--- config.mk ---
export PLATFORM = sky130hd
export DESIGN_NAME = terminal_escape_key_decoder
export DESIGN_NICKNAME = d
export VERILOG_FILES = /design/src/rtl/tekd_pkg.sv /design/src/rtl/tekd_ctrl.sv /design/src/rtl/tekd_dp.sv /design/src/rtl/terminal_escape_key_decoder.sv
export SDC_FILE = /design/constraint.sdc
export NUM_CORES = 1
export LEC_CHECK = 0
export ABC_AREA = 1
export BUFFER_PORTS_ARGS = -buffer_cell sky130_fd_sc_hd__buf_4
export CORE_MARGIN = 4
export CORE_UTILIZATION = 63
export CTS_CLUSTER_DIAMETER = 150
export DETAILED_ROUTE_END_ITERATION = 7
export PLACE_DENSITY = 0.81
export SETUP_SLACK_MARGIN = 0.05
export SLEW_MARGIN = 5
export SYNTH_ARGS = -nofsm -noshare
export SYNTH_HDL_FRONTEND = slang
export SYNTH_HIERARCHICAL = 1
export SYNTH_SLANG_ARGS = --single-unit
export TNS_END_PERCENT = 30
--- constraint.sdc ---
create_clock -name clk -period 7.3 [get_ports clk]
set_clock_uncertainty 0.05 [all_clocks]
set_input_delay 1.46 -clock clk [delete_from_list [all_inputs] [get_ports clk]]
set_output_delay 1.46 -clock clk [all_outputs]
set_load 0.1 [all_outputs]
--- src/rtl/tekd_pkg.sv ---
// ----------------------------------------------------------------------------
// tekd_pkg
// Shared types and constants of the terminal escape key decoder.
// ----------------------------------------------------------------------------
package tekd_pkg;

  localparam int COORD_BITS = 16;
  localparam int ACC_W      = COORD_BITS + 4;
  localparam int POS_W      = (COORD_BITS + 1 > 17) ? COORD_BITS + 1 : 17;

  localparam logic [4:0] K_CHAR   = 5'd0;
  localparam logic [4:0] K_CTRL   = 5'd1;
  localparam logic [4:0] K_SPACE  = 5'd2;
  localparam logic [4:0] K_ENTER  = 5'd3;
  localparam logic [4:0] K_TAB    = 5'd4;
  localparam logic [4:0] K_BKSP   = 5'd5;
  localparam logic [4:0] K_UP     = 5'd6;
  localparam logic [4:0] K_HOME   = 5'd10;
  localparam logic [4:0] K_END    = 5'd11;
  localparam logic [4:0] K_INSERT = 5'd12;
  localparam logic [4:0] K_DELETE = 5'd13;
  localparam logic [4:0] K_PGUP   = 5'd14;
  localparam logic [4:0] K_PGDN   = 5'd15;
  localparam logic [4:0] K_FKEY   = 5'd16;
  localparam logic [4:0] K_NUMKEY = 5'd17;
  localparam logic [4:0] K_MOUSE  = 5'd18;

  localparam logic [7:0] B_ESC   = 8'h1B;
  localparam logic [7:0] B_CSI   = 8'h5B;
  localparam logic [7:0] B_SS3   = 8'h4F;
  localparam logic [7:0] B_TILDE = 8'h7E;
  localparam logic [7:0] B_LT    = 8'h3C;
  localparam logic [7:0] B_SEMI  = 8'h3B;
  localparam logic [7:0] B_PRESS = 8'h4D;
  localparam logic [7:0] B_REL   = 8'h6D;

  typedef struct packed {
    logic load;
    logic step;
    logic flush;
  } tekd_cmd_t;

  typedef struct packed {
    logic q_last;
    logic pend_v;
    logic slot_free;
  } tekd_stat_t;

endpackage

--- src/rtl/tekd_ctrl.sv ---
// ----------------------------------------------------------------------------
// tekd_ctrl
// Sequencer: accepts a byte, steps the replay queue, flushes the last event.
// ----------------------------------------------------------------------------
module tekd_ctrl import tekd_pkg::*; (
  input  logic       clk,
  input  logic       rst_n,
  input  logic       in_valid,
  output logic       in_stall,
  input  tekd_stat_t stat,
  output tekd_cmd_t  cmd
);

  localparam logic [1:0] S_IDLE  = 2'd0;
  localparam logic [1:0] S_PROC  = 2'd1;
  localparam logic [1:0] S_FLUSH = 2'd2;

  logic [1:0] state_r, state_nxt;

  always_comb begin
    state_nxt = state_r;
    cmd       = '0;
    in_stall  = 1'b1;
    case (state_r)
      S_IDLE: begin
        in_stall = 1'b0;
        if (in_valid) begin
          cmd.load  = 1'b1;
          state_nxt = S_PROC;
        end
      end
      S_PROC: begin
        if (stat.slot_free) begin
          cmd.step = 1'b1;
          if (stat.q_last) state_nxt = S_FLUSH;
        end
      end
      S_FLUSH: begin
        if (!stat.pend_v) begin
          state_nxt = S_IDLE;
        end else if (stat.slot_free) begin
          cmd.flush = 1'b1;
          state_nxt = S_IDLE;
        end
      end
      default: state_nxt = S_IDLE;
    endcase
  end

  always_ff @(posedge clk) begin
    if (!rst_n) state_r <= S_IDLE;
    else        state_r <= state_nxt;
  end

endmodule

--- src/rtl/tekd_dp.sv ---
// ----------------------------------------------------------------------------
// tekd_dp
// Byte queue, escape and mouse parser state, pending event and output word.
// ----------------------------------------------------------------------------
module tekd_dp import tekd_pkg::*; (
  input  logic               clk,
  input  logic               rst_n,
  input  tekd_cmd_t          cmd,
  output tekd_stat_t         stat,
  input  logic [7:0]         in_byte,
  output logic               out_valid,
  input  logic               out_stall,
  output logic [4:0]         out_kind,
  output logic signed [12:0] out_value,
  output logic signed [16:0] out_mouse_col,
  output logic signed [16:0] out_mouse_row,
  output logic [1:0]         out_mouse_button,
  output logic               out_last
);

  function automatic logic [COORD_BITS-1:0] acc_digit(input logic [COORD_BITS-1:0] a,
                                                      input logic [3:0] d);
    logic [ACC_W-1:0] v;
    v = (ACC_W'(a) << 3) + (ACC_W'(a) << 1) + ACC_W'(d);
    if (v > ACC_W'({COORD_BITS{1'b1}})) acc_digit = {COORD_BITS{1'b1}};
    else acc_digit = v[COORD_BITS-1:0];
  endfunction

  logic [7:0] q_r [4];
  logic [7:0] q_nxt [4];
  logic [2:0] qcnt_r, qcnt_nxt;

  logic [7:0] h1_r, h2_r, h3_r, h1_nxt, h2_nxt, h3_nxt;
  logic [2:0] hc_r, hc_nxt;
  logic [2:0] mph_r, mph_nxt;
  logic       mok_r, mok_nxt;
  logic [COORD_BITS-1:0] acc_r [3];
  logic [COORD_BITS-1:0] acc_nxt [3];
  logic [COORD_BITS-1:0] acc_d [3];
  logic signed [16:0] col_r, row_r, col_nxt, row_nxt;
  logic [1:0] btn_r, btn_nxt;

  logic               pend_v_r;
  logic [4:0]         pend_kind_r;
  logic signed [12:0] pend_val_r;
  logic signed [16:0] pend_col_r, pend_row_r;
  logic [1:0]         pend_btn_r;

  logic               out_valid_r;
  logic [4:0]         out_kind_r;
  logic signed [12:0] out_val_r;
  logic signed [16:0] out_col_r, out_row_r;
  logic [1:0]         out_btn_r;
  logic               out_last_r;

  logic [7:0]         b;
  logic               digit, res, unk, slot_free;
  logic [4:0]         r_kind;
  logic signed [12:0] r_val, ta, tb, nv;
  logic [POS_W-1:0]   pc_w, pr_w;

  assign b         = q_r[0];
  assign digit     = (b >= 8'h30) && (b <= 8'h39);
  assign slot_free = !out_valid_r || !out_stall;

  always_comb begin
    for (int k = 0; k < 3; k++) acc_d[k] = acc_digit(acc_r[k], b[3:0]);
  end

  assign ta   = $signed({5'b0, h2_r}) - 13'sd48;
  assign tb   = $signed({5'b0, h3_r}) - 13'sd48;
  assign nv   = (ta <<< 3) + (ta <<< 1) + tb;
  assign pc_w = POS_W'(acc_r[1]) - POS_W'(1);
  assign pr_w = POS_W'(acc_r[2]) - POS_W'(1);

  // one decode step on the queue head
  always_comb begin
    h1_nxt = h1_r; h2_nxt = h2_r; h3_nxt = h3_r;
    hc_nxt = hc_r; mph_nxt = mph_r; mok_nxt = mok_r;
    for (int k = 0; k < 3; k++) acc_nxt[k] = acc_r[k];
    col_nxt = col_r; row_nxt = row_r; btn_nxt = btn_r;
    res = 1'b0; unk = 1'b0; r_kind = K_CHAR; r_val = '0;
    if (mph_r != 3'd0) begin
      if (b == B_PRESS || b == B_REL) begin
        if (mok_r && (mph_r == 3'd6 || mph_r == 3'd7)) begin
          col_nxt = pc_w[16:0];
          row_nxt = pr_w[16:0];
          if (b == B_REL) btn_nxt = 2'd0;
          else if (acc_r[0][1:0] != 2'd3) btn_nxt = acc_r[0][1:0] + 2'd1;
        end
        mph_nxt = 3'd0;
        res     = 1'b1;
        r_kind  = K_MOUSE;
      end else begin
        case (mph_r)
          3'd1, 3'd3, 3'd5: begin
            if (digit) begin
              if (mph_r == 3'd1)      acc_nxt[0] = acc_d[0];
              else if (mph_r == 3'd3) acc_nxt[1] = acc_d[1];
              else                    acc_nxt[2] = acc_d[2];
              mph_nxt = mph_r + 3'd1;
            end else begin
              mok_nxt = 1'b0; mph_nxt = 3'd7;
            end
          end
          3'd2, 3'd4: begin
            if (digit) begin
              if (mph_r == 3'd2) acc_nxt[0] = acc_d[0];
              else               acc_nxt[1] = acc_d[1];
            end else if (b == B_SEMI) begin
              mph_nxt = mph_r + 3'd1;
            end else begin
              mok_nxt = 1'b0; mph_nxt = 3'd7;
            end
          end
          3'd6: begin
            if (digit) acc_nxt[2] = acc_d[2];
            else       mph_nxt = 3'd7;
          end
          default: ;
        endcase
      end
    end else if (hc_r == 3'd0) begin
      if (b == B_ESC) begin
        hc_nxt = 3'd1;
      end else if (b != 8'd0) begin
        res = 1'b1;
        if (b == 8'd3) begin
          r_kind = K_CTRL; r_val = 13'sd3;
        end else if (b == 8'd32) r_kind = K_SPACE;
        else if (b == 8'd13 || b == 8'd10) r_kind = K_ENTER;
        else if (b == 8'd9) r_kind = K_TAB;
        else if (b == 8'd127 || b == 8'd8) r_kind = K_BKSP;
        else if (b <= 8'd26) begin
          r_kind = K_CTRL; r_val = $signed({5'b0, b});
        end else begin
          r_kind = K_CHAR; r_val = $signed({5'b0, b});
        end
      end
    end else if (hc_r == 3'd1) begin
      if (b == B_CSI || b == B_SS3) begin
        h1_nxt = b; hc_nxt = 3'd2;
      end else unk = 1'b1;
    end else if (hc_r == 3'd2 && h1_r == B_CSI) begin
      hc_nxt = 3'd0;
      if (b == B_LT) begin
        mph_nxt = 3'd1; mok_nxt = 1'b1;
        for (int k = 0; k < 3; k++) acc_nxt[k] = '0;
      end else if (b >= 8'h41 && b <= 8'h44) begin
        res = 1'b1; r_kind = K_UP + b[4:0] - 5'd1;
      end else if (b == 8'h48) begin
        res = 1'b1; r_kind = K_HOME;
      end else if (b == 8'h46) begin
        res = 1'b1; r_kind = K_END;
      end else begin
        h2_nxt = b; hc_nxt = 3'd3;
      end
    end else if (hc_r == 3'd2) begin
      if (b >= 8'h50 && b <= 8'h53) begin
        hc_nxt = 3'd0; res = 1'b1; r_kind = K_FKEY;
        r_val = $signed({11'b0, b[1:0]}) + 13'sd1;
      end else unk = 1'b1;
    end else if (hc_r == 3'd3) begin
      if (b == B_TILDE) begin
        hc_nxt = 3'd0;
        res    = 1'b1;
        case (h2_r)
          8'h31:   r_kind = K_HOME;
          8'h32:   r_kind = K_INSERT;
          8'h33:   r_kind = K_DELETE;
          8'h34:   r_kind = K_END;
          8'h35:   r_kind = K_PGUP;
          8'h36:   r_kind = K_PGDN;
          default: res = 1'b0;
        endcase
      end else begin
        h3_nxt = b; hc_nxt = 3'd4;
      end
    end else begin
      if (b == B_TILDE) begin
        hc_nxt = 3'd0; res = 1'b1; r_kind = K_FKEY;
        if (nv >= 13'sd11 && nv <= 13'sd15)      r_val = nv - 13'sd10;
        else if (nv >= 13'sd17 && nv <= 13'sd21) r_val = nv - 13'sd11;
        else if (nv >= 13'sd23 && nv <= 13'sd24) r_val = nv - 13'sd12;
        else begin
          r_kind = K_NUMKEY; r_val = nv;
        end
      end else unk = 1'b1;
    end
    if (unk) hc_nxt = 3'd0;
  end

  // queue after the step, replayed bytes go in front
  always_comb begin
    q_nxt[0] = q_r[1]; q_nxt[1] = q_r[2]; q_nxt[2] = q_r[3]; q_nxt[3] = q_r[3];
    qcnt_nxt = qcnt_r - 3'd1;
    if (unk) begin
      case (hc_r)
        3'd1: begin
          q_nxt[0] = b; q_nxt[1] = q_r[1]; q_nxt[2] = q_r[2]; q_nxt[3] = q_r[3];
          qcnt_nxt = qcnt_r;
        end
        3'd2: begin
          q_nxt[0] = h1_r; q_nxt[1] = b; q_nxt[2] = q_r[1]; q_nxt[3] = q_r[2];
          qcnt_nxt = qcnt_r + 3'd1;
        end
        3'd3: begin
          q_nxt[0] = h1_r; q_nxt[1] = h2_r; q_nxt[2] = b; q_nxt[3] = q_r[1];
          qcnt_nxt = qcnt_r + 3'd2;
        end
        default: begin
          q_nxt[0] = h1_r; q_nxt[1] = h2_r; q_nxt[2] = h3_r; q_nxt[3] = b;
          qcnt_nxt = qcnt_r + 3'd3;
        end
      endcase
    end
  end

  assign stat.q_last    = !unk && (qcnt_r == 3'd1);
  assign stat.pend_v    = pend_v_r;
  assign stat.slot_free = slot_free;

  always_ff @(posedge clk) begin
    if (!rst_n) begin
      qcnt_r      <= '0;
      hc_r        <= '0;
      mph_r       <= '0;
      mok_r       <= 1'b0;
      for (int k = 0; k < 3; k++) acc_r[k] <= '0;
      col_r       <= -17'sd1;
      row_r       <= -17'sd1;
      btn_r       <= '0;
      pend_v_r    <= 1'b0;
      out_valid_r <= 1'b0;
    end else begin
      if (cmd.load) begin
        q_r[0] <= in_byte;
        qcnt_r <= 3'd1;
      end
      if (cmd.step) begin
        q_r    <= q_nxt;
        qcnt_r <= qcnt_nxt;
        h1_r   <= h1_nxt; h2_r <= h2_nxt; h3_r <= h3_nxt;
        hc_r   <= hc_nxt;
        mph_r  <= mph_nxt;
        mok_r  <= mok_nxt;
        acc_r  <= acc_nxt;
        col_r  <= col_nxt; row_r <= row_nxt; btn_r <= btn_nxt;
        if (res) begin
          pend_v_r    <= 1'b1;
          pend_kind_r <= r_kind;
          pend_val_r  <= r_val;
          pend_col_r  <= col_nxt;
          pend_row_r  <= row_nxt;
          pend_btn_r  <= btn_nxt;
        end
      end
      if ((cmd.step && res && pend_v_r) || cmd.flush) begin
        out_valid_r <= 1'b1;
        out_kind_r  <= pend_kind_r;
        out_val_r   <= pend_val_r;
        out_col_r   <= pend_col_r;
        out_row_r   <= pend_row_r;
        out_btn_r   <= pend_btn_r;
        out_last_r  <= cmd.flush;
      end else if (out_valid_r && !out_stall) begin
        out_valid_r <= 1'b0;
      end
      if (cmd.flush) pend_v_r <= 1'b0;
    end
  end

  assign out_valid        = out_valid_r;
  assign out_kind         = out_kind_r;
  assign out_value        = out_val_r;
  assign out_mouse_col    = out_col_r;
  assign out_mouse_row    = out_row_r;
  assign out_mouse_button = out_btn_r;
  assign out_last         = out_last_r;

endmodule

--- src/rtl/terminal_escape_key_decoder.sv ---
// ----------------------------------------------------------------------------
// terminal_escape_key_decoder
// Turns raw terminal bytes into key and mouse events.
//
//   channel  direction  handshake           word
//   in_      input      in_valid/in_stall   one terminal byte
//   out_     output     out_valid/out_stall one key or mouse event
//
// A byte is accepted, then decoded one step per queued byte, then its final
// event is handed over. An ordinary byte decodes once; an unknown prefix
// replays up to four held bytes and an escape among them can replay two more,
// so up to seven decode steps.
// The single decode step works through the replay queue before a new byte is taken.
// Reset is synchronous; position reads -1 and button none until a report.
// A stalled output holds the decoder in its current step.
// ----------------------------------------------------------------------------
module terminal_escape_key_decoder import tekd_pkg::*; (
  input  logic               clk,
  input  logic               rst_n,
  input  logic               in_valid,
  output logic               in_stall,
  input  logic [7:0]         in_byte,
  output logic               out_valid,
  input  logic               out_stall,
  output logic [4:0]         out_kind,
  output logic signed [12:0] out_value,
  output logic signed [16:0] out_mouse_col,
  output logic signed [16:0] out_mouse_row,
  output logic [1:0]         out_mouse_button,
  output logic               out_last
);

  tekd_cmd_t  cmd;
  tekd_stat_t stat;

  tekd_ctrl u_ctrl (
    .clk      (clk),
    .rst_n    (rst_n),
    .in_valid (in_valid),
    .in_stall (in_stall),
    .stat     (stat),
    .cmd      (cmd)
  );

  tekd_dp u_dp (
    .clk              (clk),
    .rst_n            (rst_n),
    .cmd              (cmd),
    .stat             (stat),
    .in_byte          (in_byte),
    .out_valid        (out_valid),
    .out_stall        (out_stall),
    .out_kind         (out_kind),
    .out_value        (out_value),
    .out_mouse_col    (out_mouse_col),
    .out_mouse_row    (out_mouse_row),
    .out_mouse_button (out_mouse_button),
    .out_last         (out_last)
  );

endmodule

# Yosys cells after proc, flatten, opt, wreduce, memory -nomap -nowiden
# Cells that the tools add are included.
[totals] mem_bits_rw=0 input_bits=12 n_memories=0 latch_bits=0 reg_bits=263 rom_bits=0
[op_classes] mux=160 multipliers=0 n_reduce_logical=52 order_cmp=16 eq_ne=68 n_div=0 addsub=24 bitwise=11 n_shift=0
[op_table] cell="two-way mux 48 bit" count=7
[op_table] cell="two-way mux 13 bit" count=16
[op_table] cell="two-way mux 16 bit" count=9
[op_table] cell="two-way mux 32 bit" count=4
[op_table] cell="two-way mux 5 bit" count=22
[op_table] cell="two-way mux 17 bit" count=6
[op_table] cell="one-hot mux 32 bit (3 select lines)" count=1
[op_table] cell="two-way mux 3 bit" count=28
[op_table] cell="equality test 8 x 6 -> 1 bit, second input constant" count=9
[op_table] cell="equality test 8 x 7 -> 1 bit, second input constant" count=9
[op_table] cell="one-hot mux 32 bit (2 select lines)" count=1
[op_table] cell="adder 19 x 17 -> 20 bit" count=3
[op_table] cell="adder 20 x 4 -> 20 bit" count=3
[op_table] cell="greater-than comparator 20 x 16 -> 1 bit, second input constant" count=3
[op_table] cell="two-way mux 1 bit" count=46
[op_table] cell="!= test 3 bit, second input constant" count=13
[op_table] cell="subtractor 13 x 5 -> 13 bit, second input constant" count=3
[op_table] cell="subtractor 16 x 1 -> 17 bit, second input constant" count=2
[op_table] cell="equality test 8 x 4 -> 1 bit, second input constant" count=4
[op_table] cell="one-hot mux 16 bit (2 select lines)" count=1
[op_table] cell="adder 13 bit" count=2
[op_table] cell="greater-or-equal comparator 13 x 6 -> 1 bit, second input constant" count=2
[op_table] cell="less-or-equal comparator 13 x 6 -> 1 bit, second input constant" count=2
[op_table] cell="one-hot mux 4 bit (6 select lines)" count=1
[op_table] cell="57 further kinds" count=134

# Depth between registers and ports, before layout
[logic_depth] depth_word=15 ltp_mapped=28

# Hierarchy
# The synthesis kept the hierarchy.
[modules_own_cells] module="tekd_dp" instances=1 seq_area_each_um2=6876.6 cells_each=1977 area_per_inst_um2=16344.4
[modules_own_cells] module="tekd_ctrl" instances=1 seq_area_each_um2=40.0 cells_each=23 area_per_inst_um2=133.9

# Worst setup path after synthesis
# Ideal clock, no wire load.
[synth_path] path_type="input to register" startpoint="input out_stall" endpoint="register u_dp.out_kind_r[0], in the netlist u_dp/out_kind[0], enable pin" t_arrival_ns=5.112 setup_time_ns=0.486 cell_stages=8 n_path_buf=2 path_slack_ns=1.652 cell_sequence="nand2_1 > buf_4 > and3_2 > clkbuf_1 > o311ai_0 > inv_1 > nand3_1 > a21oi_1"
[synth_rtl] element="start, declared" line="terminal_escape_key_decoder.sv:24" text="input logic out_stall,"
[synth_rtl] element="end signal, assigned" line="tekd_dp.sv:260" text="out_kind_r <= pend_kind_r;"
[synth_rtl] element="end, declared" line="tekd_dp.sv:50" text="logic [4:0] out_kind_r;"

# Worst setup path in the final report
[layout_path] startpoint="register u_dp.q_r, in the netlist u_dp/b[3]" endpoint="register u_dp/acc_r[14] (netlist bit)"
[layout_via] elab_chain_len=9
[layout_lines] element="start, declared" line="tekd_dp.sv:29" text="logic [7:0] q_r [4];"
[layout_lines] element="start signal, assigned" line="tekd_dp.sv:241" text="q_r <= q_nxt;"
[layout_lines] element="adder 20 x 4 -> 20 bit" line="tekd_dp.sv:24" text="v = (ACC_W'(a) << 3) + (ACC_W'(a) << 1) + ACC_W'(d);"
[layout_lines] element="greater-than comparator 20 x 16 -> 1 bit" line="tekd_dp.sv:25" text="if (v > ACC_W'({COORD_BITS{1'b1}})) acc_digit = {COORD_BITS{1'b1}};"
[layout_lines] element="two-way mux 16 bit" line="tekd_dp.sv:25"
[layout_lines] element="two-way mux 16 bit" line="tekd_dp.sv:99" text="else if (mph_r == 3'd3) acc_nxt[1] = acc_d[1];"
[layout_lines] element="two-way mux 32 bit" line="tekd_dp.sv:98" text="if (mph_r == 3'd1) acc_nxt[0] = acc_d[0];"
[layout_lines] element="two-way mux 48 bit" line="tekd_dp.sv:97" text="if (digit) begin"
[layout_lines] element="one-hot mux 16 bit (2 select lines)" line="tekd_dp.sv:95" text="case (mph_r)"
[layout_lines] element="two-way mux 48 bit" line="tekd_dp.sv:84" text="if (b == B_PRESS || b == B_REL) begin"
[layout_lines] element="two-way mux 48 bit" line="tekd_dp.sv:83" text="if (mph_r != 3'd0) begin"
[layout_lines] element="end signal, assigned" line="tekd_dp.sv:247" text="acc_r <= acc_nxt;"
[layout_lines] element="end, declared" line="tekd_dp.sv:37" text="logic [COORD_BITS-1:0] acc_r [3];"
# Several ways; a longest one is shown, not always the timed one. The select of a mux whose other input is x is not followed.
# A chain may end at the register's enable or synchronous reset.

==> run metrics <==
Post-Synth Simple-Gate Area=0.2043; starting density of the core=0.6469; outcome=completed; later-pin clock latency in the skew report=0.55 ns; Layout area overhead=10.31%; Cell variety after synth=59; fmax=232.1 MHz; GRT Overall Usage=0.2785; postcts setup bufs=0; slew margin rel.=0.1638; DRC errors left=0; Max Cap Viol=0; largest net degree at the start of global routing=93; PD cells=186.2 mW/mm^2; post-route cell area=0.01818 mm^2; drt wl/cell=17.05 um; I/O Pins=69; Syn Nets=2,163; vias=14,050; asr flop ratio synth=0; Inserted Diodes=0; Core Area=0.02547 mm^2; Worst-path clk slew=0.06 ns; fin. max-slew vios=0; Overflow after GRT=0; Pre-antenna DRT Iters=6; number of synthesized flops with an enable pin=165; CTS tree=done; clk sinks=263; # fillers=2,011; DR iter-0 viols=1,807; synthesized flop and latch total=263; first-pass GRT wire length=66.24 mm; CTS Hold Bufs=0; main flop type after synthesis=edfxtp_1; path type of the worst setup path=reg2reg; Final Setup Violations=0; Max clock buf depth=3; vias in the first global route=13,280; crit path max fanout=16; multiplexer area fraction after synthesis=0; LEAKAGE=0.007918 uW; cells after synthesis=2,000; Die Y=169.7 um; synth warn=6; die area=0.02881 mm^2; startpoint types=flip-flop; Mapped Area=0.01648 mm^2; Critical Path End Type=flip-flop; initial antenna violation count=0; Die X=169.7 um; Post-DRT Antenna Nets=0; Cell Rows=58; sequential fraction of the synthesis area=0.4197; post-cts sizing count=0; post-route minimum period=4.309 ns; wirelength, routed=41.01 mm; setup TNS=0 ns; layout cells sized above 1=0.08000; Area after DPL=0.01727 mm^2; Max VDD drop=0.2532 mV; number of I/O port buffers=68; Nets=2,217; Fin. Hold Viols=0; WP data required=7.63 ns; Num CTS Buffers=27; Slew @ Worst Pin=1.245 ns; crit path DAT=4.64 ns; Final HPWL DP=29.60 mm; xor/xnor cell area share of the yosys netlist=0.03083; root buf cell=clkbuf_16; largest family of logic cells by synthesized area=simple AND/OR/NAND/NOR gates; Tightest Hold Check Type=reg2reg; H-Tree Depth=1; RSZ-0062 raised after global routing=false; routability congestion estimate=0.9470; Synth Area in Compound Gates=0.1547; DR vias/cell=5.841; Synth Area in Adders=0.1219; Post-Syn Area per Cell=8.239 um^2; period utilization=0.5902
layout make-up:
| type | count | area (um^2) | share of cell area |
|---|---|---|---|
| clock buffer | 38 | 804.5 | 0.04426 |
| timing repair buffer | 77 | 578.1 | 0.03180 |
| tap | 330 | 412.9 | 0.02271 |
| inverter | 240 | 904.6 | 0.04977 |
| sequential | 263 | 6917 | 0.3805 |
| multi-input combinational | 1445 | 8453 | 0.4650 |
| clock inverter | 12 | 107.6 | 0.005920 |
metrics by stage:
step                      power (uW)  hold slack [ns]  utilization  cells  setup WS (ns)
after CTS                       3390           0.3627       0.7136   2405          3.031
after global routing            3499           0.3661       0.7136   2405          2.695
after global placement          2007           0.3510       0.6778   2355          3.020
final                           3385           0.3611       0.7136   2405          2.991
after detailed placement        2016           0.3545       0.6778   2355          2.819
after floorplan                 1926           0.3503            -   2000          1.652
path summary, 6_finish.rpt:
| kind | startpoint | endpoint | slack, ns | cells after the start |
|---|---|---|---|---|
| min | u_dp/pend_row_r[12]$_DFFE_PP_ | u_dp/out_mouse_row[12]$_DFFE_PP_ | 0.36 | 0 |
| min reg2reg | u_dp/pend_row_r[12]$_DFFE_PP_ | u_dp/out_mouse_row[12]$_DFFE_PP_ | 0.36 | 0 |
| max reg2reg | u_dp/b[3]$_DFFE_PP_ | u_dp/acc_r[14]$_SDFFE_PN0P_ | 2.99 | 13 |
| max | u_dp/b[3]$_DFFE_PP_ | u_dp/acc_r[14]$_SDFFE_PN0P_ | 2.99 | 13 |
power by group:
part	switching (uW)	internal [uW]	total (uW)
clock	579	810	1390
combinational	216	79.6	295
sequential	45.4	1650	1700
total	840	2540	3380
per-layer routing:
layer / share of wire / up-vias / track usage / wire length, um
met2: 0.44 / 618 / 0.4390 / 18210
li1: - / 6930 / - / -
met5: 0 / - / 0 / 0
met4: 0.021 / 0 / 0.07350 / 846
met1: 0.45 / 6420 / 0.4050 / 18310
met3: 0.089 / 79 / 0.04286 / 3647
sequential cells by signal (all words and copies together) (netlist names), 8 cells and up:
| name | cells |
|---|---|
| u_dp/acc_r | 48 |
| u_dp/b | 8 |
| u_dp/col_r | 17 |
| u_dp/h1_r | 8 |
| u_dp/h2_r | 8 |
| u_dp/h3_r | 8 |
| u_dp/out_mouse_col | 17 |
| u_dp/out_mouse_row | 17 |
| u_dp/out_value | 13 |
| u_dp/pend_col_r | 17 |
| u_dp/pend_row_r | 17 |
| u_dp/pend_val_r | 13 |
| u_dp/q_r | 24 |
| u_dp/row_r | 17 |
placed cells by master, fill, tap and decap left out, drive strengths merged, types with 7 or more instances in the layout:
master and n:
a211oi 7, a21oi 170, a22oi 9, a31oi 23
buf 77, clkbuf 38, clkinv 10, dfxtp 98
edfxtp 165, fa 16, ha 135, inv 239
nand2 465, nand3 95, nand3b 11, nand4 15
nor2 157, nor3 28, o211ai 19, o21a 16
o21ai 158, o21bai 11, o22ai 7, xnor2 19
xor2 39
cell usage after synthesis, drive strengths merged, types with 6 or more instances:
cell type	n	area, um^2
o21a	16	120.1
o211ai	19	147.6
nand4	15	108.9
inv	235	884.6
nand2	465	1760
a31oi	23	143.9
dfxtp	98	1962
o21bai	11	82.58
fa	16	320.3
nand3	95	488.0
nand3b	11	82.58
a21oi	170	858.3
a22oi	9	67.56
nor4	6	37.54
o2111ai	6	52.55
ha	135	1689
o21ai	158	790.8
o22ai	7	43.79
nor2	157	665.6
clkbuf	33	123.9
xor2	39	341.6
nor3	28	150.1
buf	19	101.3
xnor2	19	166.4
edfxtp	165	4955
a211oi	7	52.55
kinds of logic after synthesis:
kind of cell             after synthesis
flip-flops                           263
adder cells (fa/ha/maj)              151
buffers and inverters                292
AND/OR/NAND/NOR                      788
AO/OA/AOI/OAI                        448
XOR/XNOR                              58
worst max-delay path, stage by stage (launching register included):
cell,delay (ns)
edfxtp_1,0.71
fa_1,0.70
inv_1,0.07
fa_1,0.45
inv_1,0.08
a31oi_1,0.15
o21ai_1,0.30
a31oi_1,0.18
o21ai_1,0.23
nand3_1,0.14
nand3_1,0.09
nand4_1,0.49
o21ai_0,0.41
a21oi_1,0.11
Power figures use the tool's default switching activity.
